## config.mk

```make
export PLATFORM = sky130hd
export DESIGN_NAME = utf8_stream_validator_core
export DESIGN_NICKNAME = d
export VERILOG_FILES = /design/src/rtl/u8v_pkg.sv /design/src/rtl/u8v_front.sv /design/src/rtl/u8v_queue.sv /design/src/rtl/u8v_back.sv /design/src/rtl/utf8_stream_validator_core.sv
export SDC_FILE = /design/constraint.sdc
export NUM_CORES = 1
export LEC_CHECK = 0
export BUFFER_PORTS_ARGS = -buffer_cell sky130_fd_sc_hd__clkbuf_2
export CORE_MARGIN = 3
export CORE_UTILIZATION = 55
export DETAILED_ROUTE_END_ITERATION = 8
export PLACE_DENSITY = 0.71
export SLEW_MARGIN = 20
export SYNTH_ARGS = -nofsm -noshare
export SYNTH_HDL_FRONTEND = slang
export SYNTH_HIERARCHICAL = 1
export SYNTH_SLANG_ARGS = --single-unit
```

## constraint.sdc

```tcl
create_clock -name clk -period 2.45 [get_ports clk]
set_clock_uncertainty 0.15 [all_clocks]
set_input_delay 0.49 -clock clk [delete_from_list [all_inputs] [get_ports clk]]
set_output_delay 0.49 -clock clk [all_outputs]
set_load 0.05 [all_outputs]
```

## src/rtl/u8v_pkg.sv

```systemverilog
// ----------------------------------------------------------------------------
// UTF-8 validator package
// Shared item type and queue constants for the UTF-8 record validator.
// ----------------------------------------------------------------------------
package u8v_pkg;

  localparam int unsigned QUEUE_DEPTH = 2;
  localparam int unsigned QPTR_W      = $clog2(QUEUE_DEPTH);
  localparam int unsigned QCNT_W      = $clog2(QUEUE_DEPTH + 1);

  typedef struct packed {
    logic       present;
    logic       last;
    logic [7:0] data;
    logic       is_cont;
    logic [1:0] seq_len;
    logic       lead_err;
  } u8v_item_t;

  typedef struct packed {
    logic full;
    logic head_valid;
  } u8v_qstat_t;

endpackage

```

## src/rtl/u8v_front.sv

```systemverilog
// ----------------------------------------------------------------------------
// UTF-8 validator front end
// Accepts words and classifies each byte as a lead or continuation byte.
// ----------------------------------------------------------------------------
module u8v_front
  import u8v_pkg::*;
(
  input  logic       in_valid,
  output logic       in_stall,
  input  logic [7:0] data_byte,
  input  logic       byte_present,
  input  logic       record_end,
  input  u8v_qstat_t qstat,
  output logic       push,
  output u8v_item_t  item
);

  logic [1:0] seq_len;
  logic       lead_err;

  always_comb begin
    seq_len  = 2'd0;
    lead_err = 1'b0;
    priority if (data_byte[7] == 1'b0) begin
      seq_len = 2'd0;
    end else if ((data_byte & 8'he0) == 8'hc0) begin
      seq_len  = 2'd1;
      lead_err = ((data_byte & 8'h1e) == 8'h00);
    end else if ((data_byte & 8'hf0) == 8'he0) begin
      seq_len = 2'd2;
    end else if ((data_byte & 8'hf8) == 8'hf0) begin
      seq_len  = 2'd3;
      lead_err = (data_byte > 8'hf4);
    end else begin
      lead_err = 1'b1;
    end
  end

  assign in_stall      = qstat.full;
  assign push          = in_valid && !qstat.full;
  assign item.present  = byte_present;
  assign item.last     = record_end;
  assign item.data     = data_byte;
  assign item.is_cont  = ((data_byte & 8'hc0) == 8'h80);
  assign item.seq_len  = seq_len;
  assign item.lead_err = lead_err;

endmodule

```

## src/rtl/u8v_queue.sv

```systemverilog
// ----------------------------------------------------------------------------
// UTF-8 validator queue
// Short FIFO of classified words between the front and back ends.
// ----------------------------------------------------------------------------
module u8v_queue
  import u8v_pkg::*;
(
  input  logic       clk,
  input  logic       rst,
  input  logic       push,
  input  u8v_item_t  push_item,
  input  logic       pop,
  output u8v_item_t  head,
  output u8v_qstat_t qstat
);

  u8v_item_t         mem [QUEUE_DEPTH];
  logic [QPTR_W-1:0] wr_ptr;
  logic [QPTR_W-1:0] rd_ptr;
  logic [QCNT_W-1:0] count;

  always_ff @(posedge clk) begin
    if (push) begin
      mem[wr_ptr] <= push_item;
    end
  end

  always_ff @(posedge clk) begin
    if (rst) begin
      wr_ptr <= '0;
      rd_ptr <= '0;
      count  <= '0;
    end else begin
      if (push) begin
        wr_ptr <= (wr_ptr == QPTR_W'(QUEUE_DEPTH - 1)) ? '0 : wr_ptr + 1'b1;
      end
      if (pop) begin
        rd_ptr <= (rd_ptr == QPTR_W'(QUEUE_DEPTH - 1)) ? '0 : rd_ptr + 1'b1;
      end
      unique case ({push, pop})
        2'b10:   count <= count + 1'b1;
        2'b01:   count <= count - 1'b1;
        default: count <= count;
      endcase
    end
  end

  assign head             = mem[rd_ptr];
  assign qstat.full       = (count == QCNT_W'(QUEUE_DEPTH));
  assign qstat.head_valid = (count != '0);

endmodule

```

## src/rtl/u8v_back.sv

```systemverilog
// ----------------------------------------------------------------------------
// UTF-8 validator back end
// Tracks the open multi-byte sequence and delivers one result per record.
// ----------------------------------------------------------------------------
module u8v_back
  import u8v_pkg::*;
(
  input  logic      clk,
  input  logic      rst,
  input  u8v_item_t head,
  input  logic      head_valid,
  output logic      pop,
  output logic      out_valid,
  input  logic      out_stall,
  output logic      record_valid
);

  logic [1:0] bytes_left;
  logic [7:0] lead_byte;
  logic       at_second_byte;
  logic       error_seen;

  logic [1:0] bytes_left_next;
  logic [7:0] lead_byte_next;
  logic       at_second_byte_next;
  logic       error_seen_next;

  assign pop = head_valid && !(out_valid && out_stall);

  always_comb begin
    bytes_left_next     = bytes_left;
    lead_byte_next      = lead_byte;
    at_second_byte_next = at_second_byte;
    error_seen_next     = error_seen;
    if (head.present) begin
      if (bytes_left != 2'd0) begin
        if (!head.is_cont) begin
          error_seen_next = 1'b1;
        end
        if (at_second_byte) begin
          if ((lead_byte & 8'hf0) == 8'he0) begin
            if ((lead_byte & 8'h0f) == 8'h00 && (head.data & 8'h20) == 8'h00) begin
              error_seen_next = 1'b1;
            end
            if (lead_byte == 8'hed && (head.data & 8'h20) != 8'h00) begin
              error_seen_next = 1'b1;
            end
          end else if ((lead_byte & 8'hf8) == 8'hf0) begin
            if ((lead_byte & 8'h07) == 8'h00 && (head.data & 8'h30) == 8'h00) begin
              error_seen_next = 1'b1;
            end
            if (lead_byte == 8'hf4 && head.data > 8'h8f) begin
              error_seen_next = 1'b1;
            end
          end
        end
        at_second_byte_next = 1'b0;
        bytes_left_next     = bytes_left - 2'd1;
      end else begin
        bytes_left_next     = head.seq_len;
        at_second_byte_next = (head.seq_len != 2'd0);
        if (head.seq_len != 2'd0) begin
          lead_byte_next = head.data;
        end
        if (head.lead_err) begin
          error_seen_next = 1'b1;
        end
      end
    end
  end

  always_ff @(posedge clk) begin
    if (rst) begin
      bytes_left     <= 2'd0;
      lead_byte      <= 8'h00;
      at_second_byte <= 1'b0;
      error_seen     <= 1'b0;
      out_valid      <= 1'b0;
      record_valid   <= 1'b0;
    end else begin
      if (pop) begin
        if (head.last) begin
          bytes_left     <= 2'd0;
          lead_byte      <= 8'h00;
          at_second_byte <= 1'b0;
          error_seen     <= 1'b0;
          out_valid      <= 1'b1;
          record_valid   <= !(error_seen_next || bytes_left_next != 2'd0);
        end else begin
          bytes_left     <= bytes_left_next;
          lead_byte      <= lead_byte_next;
          at_second_byte <= at_second_byte_next;
          error_seen     <= error_seen_next;
          if (!out_stall) begin
            out_valid <= 1'b0;
          end
        end
      end else if (!out_stall) begin
        out_valid <= 1'b0;
      end
    end
  end

endmodule

```

## src/rtl/utf8_stream_validator_core.sv

```systemverilog
// Path: each word is written into the queue memory, popped by the back end, and a record's result is registered.
// Throughput: one word per cycle while a waiting result is not held by out_stall.
// A two-entry queue between front and back end lets either side stall on its own.
// Reset: synchronous and active high; it empties the queue and clears the sequence state.
// ----------------------------------------------------------------------------
// UTF-8 stream validator
// Checks records of a byte stream for well-formed UTF-8, one result per record.
// ----------------------------------------------------------------------------
module utf8_stream_validator_core
  import u8v_pkg::*;
(
  input  logic       clk,
  input  logic       rst,
  input  logic       in_valid,
  output logic       in_stall,
  input  logic [7:0] data_byte,
  input  logic       byte_present,
  input  logic       record_end,
  output logic       out_valid,
  input  logic       out_stall,
  output logic       record_valid
);

  u8v_qstat_t qstat;
  u8v_item_t  push_item;
  u8v_item_t  head;
  logic       push;
  logic       pop;

  u8v_front u_front (
    .in_valid     (in_valid),
    .in_stall     (in_stall),
    .data_byte    (data_byte),
    .byte_present (byte_present),
    .record_end   (record_end),
    .qstat        (qstat),
    .push         (push),
    .item         (push_item)
  );

  u8v_queue u_queue (
    .clk       (clk),
    .rst       (rst),
    .push      (push),
    .push_item (push_item),
    .pop       (pop),
    .head      (head),
    .qstat     (qstat)
  );

  u8v_back u_back (
    .clk          (clk),
    .rst          (rst),
    .head         (head),
    .head_valid   (qstat.head_valid),
    .pop          (pop),
    .out_valid    (out_valid),
    .out_stall    (out_stall),
    .record_valid (record_valid)
  );

  a_pop_needs_word: assert property (@(posedge clk) disable iff (rst)
    pop |-> qstat.head_valid)
    else $error("Word popped from an empty queue.");

  a_no_push_when_full: assert property (@(posedge clk) disable iff (rst)
    qstat.full |-> !push)
    else $error("Word pushed into a full queue.");

  a_last_gives_result: assert property (@(posedge clk) disable iff (rst)
    (pop && head.last) |=> out_valid)
    else $error("Record end popped without a result.");

  a_ready_after_reset: assert property (@(posedge clk)
    rst |=> !in_stall)
    else $error("Input stalled right after reset.");

endmodule
```

==> impl_metrics.env, run 1 <==
export IMPL_clk_pin_slew_ns=0.09
export IMPL_numCtsBuffers=5
export IMPL_drive_above_1_share_pct=25.81
export IMPL_synth_cells=175
export IMPL_drtIter0Drc=88
export IMPL_ys_seq_area_share_pct=58.69
export IMPL_peakVddDrop_uv=552.7
export IMPL_critPathCaptureType="flip-flop"
export IMPL_cts_buffer_depth=2
export IMPL_dominantRegCellSynth="edfxtp_1"
export IMPL_relSlewSlack_pct=63.90
export IMPL_fillers=276
export IMPL_coreArea_sq_um=3495
export IMPL_mostFrequentLayoutCell="edfxtp_1"
export IMPL_wl_um=3606
export IMPL_grt_setup_unrepaired="no"
export IMPL_yosysTopAreaCellShare_pct=40.41
export IMPL_area_delta_synth_final_pct=6.855
export IMPL_ys_ff_latch=47
export IMPL_finalWorstSetupSlack_ns=0.2350
export IMPL_crit_fanout=7
export IMPL_crit_chain="mux2_2, or2_2, a2111oi_0, mux2i_1, a31oi_1"
export IMPL_final_util_pct=63.62
export IMPL_cts_resized=0
export IMPL_cpLargestDelayFamily="compound AO/OA/AOI/OAI gates"
export IMPL_die_width_um=67.51
export IMPL_hpwlAfterDp_um=2536
export IMPL_layout_common_cells="edfxtp_1, dfxtp_1, clkbuf_2"
export IMPL_die_y_um=67.51
export IMPL_route_detailed_drc=0
export IMPL_status="finished clean"
export IMPL_hold_viol=0
export IMPL_yosysTopAreaCell="edfxtp_1"
export IMPL_grt_pass1_wl_um=5996
export IMPL_synth_edf_count=28
export IMPL_arrival_ns=2.29
export IMPL_wire_per_inst_um=15.54
export IMPL_synth_async_reset_ratio_pct=0
export IMPL_multiInputGateArea_sq_um=742.0
export IMPL_r2r_cells=5
export IMPL_worstHoldPathType="in2reg"
export IMPL_grt_pass1_vias=1284
export IMPL_tightest_slew_ns=0.5395
export IMPL_diodes=0
export IMPL_setup_viol=0
export IMPL_yosys_warnings=6
export IMPL_place_congestion=0.7838
export IMPL_synthTopCellsByArea="edfxtp_1, dfxtp_1, mux2_2"
export IMPL_htree_levels=2
export IMPL_start_util_pct=59.54
export IMPL_setup_tns_ns=0
export IMPL_port_buffers=16
export IMPL_rows=21
export IMPL_crit_buf_inv=0
export IMPL_grt_usage_pct=18.08
export IMPL_dr_pass1_iters=4
export IMPL_ant_nets=0
export IMPL_grt_max_degree=22
export IMPL_max_freq_mhz=451.5
export IMPL_clock_latency_ns=0.29
export IMPL_period_share_pct=90.41
export IMPL_crit_type="reg2reg"
export IMPL_slew_viol_final=0
export IMPL_drv_cap=0
export IMPL_min_from="byte_present"
export IMPL_r2r_end="u_back/record_valid$_SDFFE_PP0P_"
export IMPL_cts_setup_buffers=0
export IMPL_seqCellArea_sq_um=1221
export IMPL_holdBufCountCts=0
export IMPL_nets=200
export IMPL_r2r_slack_ns=0.23
export IMPL_dp_slack_ns=0.2984
export IMPL_pin_count=17
export IMPL_max_stage_delay_ns=0.51
export IMPL_syn_nets=190
export IMPL_synthesis_area_sq_um=2081
export IMPL_power_leakage_nw=0.7739
export IMPL_antenna_found_initial=0
export IMPL_startpoint_type="flip-flop"
export IMPL_min_period_ns=2.215
export IMPL_ys_types=42
export IMPL_avgSynthCellArea_sq_um=11.89
export IMPL_routed_via_density=5.664
export IMPL_cts_tree="done"
export IMPL_crit_slowest_cell="dfxtp_1"
export IMPL_required_ns=2.52
export IMPL_vias=1314
export IMPL_min_path_cells=1
export IMPL_clkSinkCount=47
export IMPL_p_per_area_nw_per_um2=962.1
export IMPL_hold_path_endpoint="u_queue/mem[1][13]$_DFFE_PP_"
export IMPL_dieArea_sq_um=4557
export IMPL_grt_overflow=0
export IMPL_cts_root_buf="clkbuf_8"
cell type report:
cell class | instances | share of cell area [%]
clock buffer | 6 | 3.264
multi-input combinational | 109 | 33.37
inverter | 2 | 0.3376
sequential | 47 | 54.92
clock inverter | 2 | 0.5627
tap | 46 | 2.589
timing repair buffer | 20 | 4.952
logic make-up after synthesis:
family          count (synthesis)  synth area share (%)
fa+ha+maj                       1                0.6012
flops                          47                 58.69
buf+inv                        19                 5.652
mux                            15                 8.058
xor+xnor                        4                 1.684
simple gates                   51                 14.37
compound gates                 38                 10.94
how the worst max path moves through the flow:
stage / from / slack (ns) / to / cells after the start
3_5_place_dp: flip-flop / 0.30 / u_back/record_valid$_SDFFE_PP0P_ / 5
3_3_place_gp: flip-flop / 0.29 / u_back/record_valid$_SDFFE_PP0P_ / 5
2_1_floorplan: flip-flop / 0.32 / u_back/record_valid$_SDFFE_PP0P_ / 6
4_1_cts: flip-flop / 0.29 / u_back/error_seen$_SDFFE_PP0P_ / 6
5_1_grt: u_queue/count[0]$_SDFFE_PP0P_ / 0.16 / u_queue/count[1]$_SDFFE_PP0P_ / 6
6_report: flip-flop / 0.23 / u_back/record_valid$_SDFFE_PP0P_ / 5
metrics by stage:
stage          total power, mW  area, sq um  cells  hold slack (ns)
2_1_floorplan            1.564         2081    175           0.2918
3_3_place_gp             1.692         2138    224           0.3128
3_5_place_dp             1.709         2138    224           0.3174
4_1_cts                  2.153         2223    232           0.2306
5_1_grt                  2.275         2223    232           0.2303
6_report                 2.139         2223    232           0.2423
worst reg2reg max path: stages, from the launching register on:
cell	delay, ns
dfxtp_1	0.51
mux2_2	0.38
or2_2	0.32
a2111oi_0	0.49
mux2i_1	0.14
a31oi_1	0.16
routing by layer:
layer	global-route usage [%]	routed length [um]	vias to the layer above
met5	0	0	-
met2	29.28	1733	31
li1	-	-	656
met3	3.494	145	2
met4	7.595	38	0
met1	23.64	1690	625
state kept, by name (all words and copies together) (netlist names), named ones only:
name,count
u_back/at_second_byte,1
u_back/bytes_left,2
u_back/error_seen,1
u_back/lead_byte,8
u_back/out_valid,1
u_back/record_valid,1
u_queue/count,2
u_queue/mem,28
u_queue/rd_ptr,1
u_queue/wr_ptr,1
cells in the mapped netlist (2+ instances only):
cell type / count
nor2_1: 9
edfxtp_1: 28
and3_1: 2
and2_1: 2
or2_2: 2
nand4b_1: 2
a211o_1: 2
mux2_2: 14
inv_1: 2
clkbuf_1: 4
nand2_1: 4
o21ai_0: 13
a22oi_1: 2
a21oi_1: 13
nor2b_1: 5
nand3_1: 9
or3_1: 2
buf_4: 12
dfxtp_1: 19
a31oi_1: 2
xnor2_1: 3
or4_1: 2
nor3b_1: 3
power by group:
group,internal [mW],switching [mW],total (mW)
registers,0.981,0.0721,1.05
logic,0.271,0.374,0.645
clock network,0.200,0.241,0.440
Note: power is estimated with default switching activity, not from simulation.
==> inputs of run 2 (changes only) <==
Settings changed: SYNTH_HIERARCHICAL 1 to default.
==> run 2 against run 1 <==
- worst hold slack got worse by 0.074 ns
- synthesized cell count fell by 7.4%
- setup slack improved by 0.048 ns
- die area fell by 4.1%
- sequential cell count did not move
- sequential power barely moved
- critical path type unchanged
- largest cell class unchanged
- largest power group unchanged
==> impl_metrics.env, run 2 <==
export IMPL_status="finished clean"
export IMPL_drtIter0Drc=96
export IMPL_port_buffers=16
export IMPL_cts_root_buf="clkbuf_4"
export IMPL_yosysTopAreaCellShare_pct=42.32
export IMPL_max_stage_delay_ns=0.51
export IMPL_tightest_slew_ns=0.6790
export IMPL_crit_type="reg2reg"
export IMPL_diodes=0
export IMPL_dieArea_sq_um=4370
export IMPL_crit_chain="buf_4, mux2_4, a31o_1, a41oi_1, nor2_1, o41ai_2"
export IMPL_max_freq_mhz=461.4
export IMPL_cts_tree="done"
export IMPL_grt_pass1_wl_um=6120
export IMPL_routed_via_density=5.684
export IMPL_area_delta_synth_final_pct=9.698
export IMPL_wl_um=3554
export IMPL_rows=21
export IMPL_slew_viol_final=0
export IMPL_setup_tns_ns=0
export IMPL_nets=199
export IMPL_coreArea_sq_um=3416
export IMPL_required_ns=2.57
export IMPL_final_util_pct=63.81
export IMPL_yosysMostFrequentCell="edfxtp_1"
export IMPL_dominantRegCellSynth="edfxtp_1"
export IMPL_setup_viol=0
export IMPL_fin_cells=231
export IMPL_placed_cells=223
export IMPL_cts_buffer_depth=2
export IMPL_worstHoldPathType="in2reg"
export IMPL_grt_pass1_vias=1319
export IMPL_clkSinkCount=47
export IMPL_die_y_um=66.11
export IMPL_grt_setup_unrepaired="no"
export IMPL_ant_nets=0
export IMPL_dr_pass1_iters=4
export IMPL_vias=1313
export IMPL_cpLargestDelayFamily="compound AO/OA/AOI/OAI gates"
export IMPL_crit_fanout=9
export IMPL_grt_max_degree=20
export IMPL_period_share_pct=88.46
export IMPL_clk_pin_slew_ns=0.13
export IMPL_syn_nets=177
export IMPL_htree_levels=2
export IMPL_hpwlAfterDp_um=2572
export IMPL_total_power_mw=2.129
export IMPL_synthTopCellsByArea="edfxtp_1, dfxtp_1, mux2_2"
export IMPL_avgSynthCellArea_sq_um=12.26
export IMPL_synth_cells=162
export IMPL_hold_viol=0
export IMPL_drive_above_1_share_pct=21.08
export IMPL_place_congestion=0.8796
export IMPL_die_width_um=66.11
export IMPL_synthesis_area_sq_um=1987
export IMPL_largestRegisters="u_queue.mem x28, u_back.lead_byte x8"
export IMPL_grt_usage_pct=18.94
export IMPL_cts_resized=0
export IMPL_min_period_ns=2.167
export IMPL_ys_types=43
export IMPL_layout_common_cells="edfxtp_1, nor2_1, dfxtp_1"
export IMPL_synthTopCellsByCount="edfxtp_1, dfxtp_1, nor2_1"
export IMPL_synth_edf_count=28
export IMPL_crit_slowest_cell="dfxtp_1"
export IMPL_cts_setup_buffers=0
export IMPL_clock_latency_ns=0.36
export IMPL_startpoint_type="flip-flop"
export IMPL_ys_seq_area_share_pct=61.46
export IMPL_p_per_area_nw_per_um2=976.6
export IMPL_mostFrequentLayoutCell="edfxtp_1"
export IMPL_route_detailed_drc=0
export IMPL_wire_per_inst_um=15.39
export IMPL_drv_cap=0
export IMPL_top_register="u_queue.mem"
export IMPL_grt_overflow=0
export IMPL_ys_ff_latch=47
export IMPL_relSlewSlack_pct=54.73
export IMPL_numCtsBuffers=5
export IMPL_power_leakage_nw=0.8020
export IMPL_crit_buf_inv=1
export IMPL_holdBufCountCts=0
export IMPL_peakVddDrop_uv=390.2
export IMPL_yosys_warnings=0
export IMPL_yosysTopAreaCell="edfxtp_1"
export IMPL_pin_count=17
export IMPL_antenna_found_initial=0
export IMPL_start_util_pct=58.17
export IMPL_largest_reg_flops=28
export IMPL_critPathCaptureType="flip-flop"
export IMPL_arrival_ns=2.29
export IMPL_synth_async_reset_ratio_pct=0
-- run 2: cell count changes in the layout (fill, tap and decap cells not counted), moves of 3 or more --
cell,change
nor2_1,+10
o21ai_0,-9
a22oi_1,+7
mux2_2,-7
a21oi_1,-6
clkbuf_4,+5
clkbuf_8,-5
inv_1,+4
mux2i_1,+4
nand3_1,-4
a211oi_1,+3
nand2_1,+3
nand2b_1,+3
-- run 2: per-layer routing --
| metal | track usage (%) | part of all wire, % | vias to the layer above | wire length [um] |
|---|---|---|---|---|
| met2 | 28.62 | 46 | 31 | 1649 |
| met3 | 6.122 | 4.5 | 10 | 159 |
| met5 | 0 | 0 | - | 0 |
| met1 | 25.03 | 47 | 621 | 1679 |
| li1 | - | - | 651 | - |
| met4 | 7.868 | 1.8 | 0 | 65 |
-- run 2: area by class of cell --
class / instances / area, sq um
inverters: 6 / 22.52
well taps: 46 / 57.56
clock buffers: 6 / 41.29
flip-flops and latches: 47 / 1221
fillers: 276 / 1236
repair buffers: 20 / 110.1
clock inverters: 2 / 12.51
multi-input cells: 104 / 714.4
-- run 2: cells by family (layout without fill, tap and decap cells) --
kind of cell    Yosys count  in the layout  synth area share [%]
mux                      13             13                 7.242
xor+xnor                  4              4                 1.764
flops                    47             47                 61.46
compound gates           37             37                 13.79
fa+ha+maj                 1              1                0.6296
buf+inv                  11             34                 2.582
simple gates             49             49                 12.53
-- run 2: path summary, 6_finish.rpt --
kind / start / end / slack (ns) / cells after the start
max: flip-flop / u_back.record_valid$_SDFFE_PP0P_ / 0.28 / 6
min: byte_present / u_queue.mem[0][13]$_DFFE_PP_ / 0.17 / 1
max reg2reg: flip-flop / u_back.record_valid$_SDFFE_PP0P_ / 0.28 / 6
min reg2reg: u_back.at_second_byte$_SDFFE_PP0P_ / u_back.at_second_byte$_SDFFE_PP0P_ / 0.32 / 2
-- run 2: report_power, final --
part	switching, mW	internal [mW]	total, mW	leakage [nW]
clock	0.236	0.110	0.346	0.0244
sequential	0.0842	0.985	1.07	0.419
combinational	0.431	0.282	0.713	0.359
total	0.752	1.38	2.13	0.802
-- run 2: stage by stage --
stage	setup slack, ns	hold WS [ns]	cell area [sq um]
CTS	0.2813	0.1511	2180
global placement	0.4238	0.3035	2126
finish	0.2827	0.1680	2180
detailed placement	0.2933	0.3071	2126
global route	0.1239	0.1335	2180
floorplan	0.3437	0.2862	1987
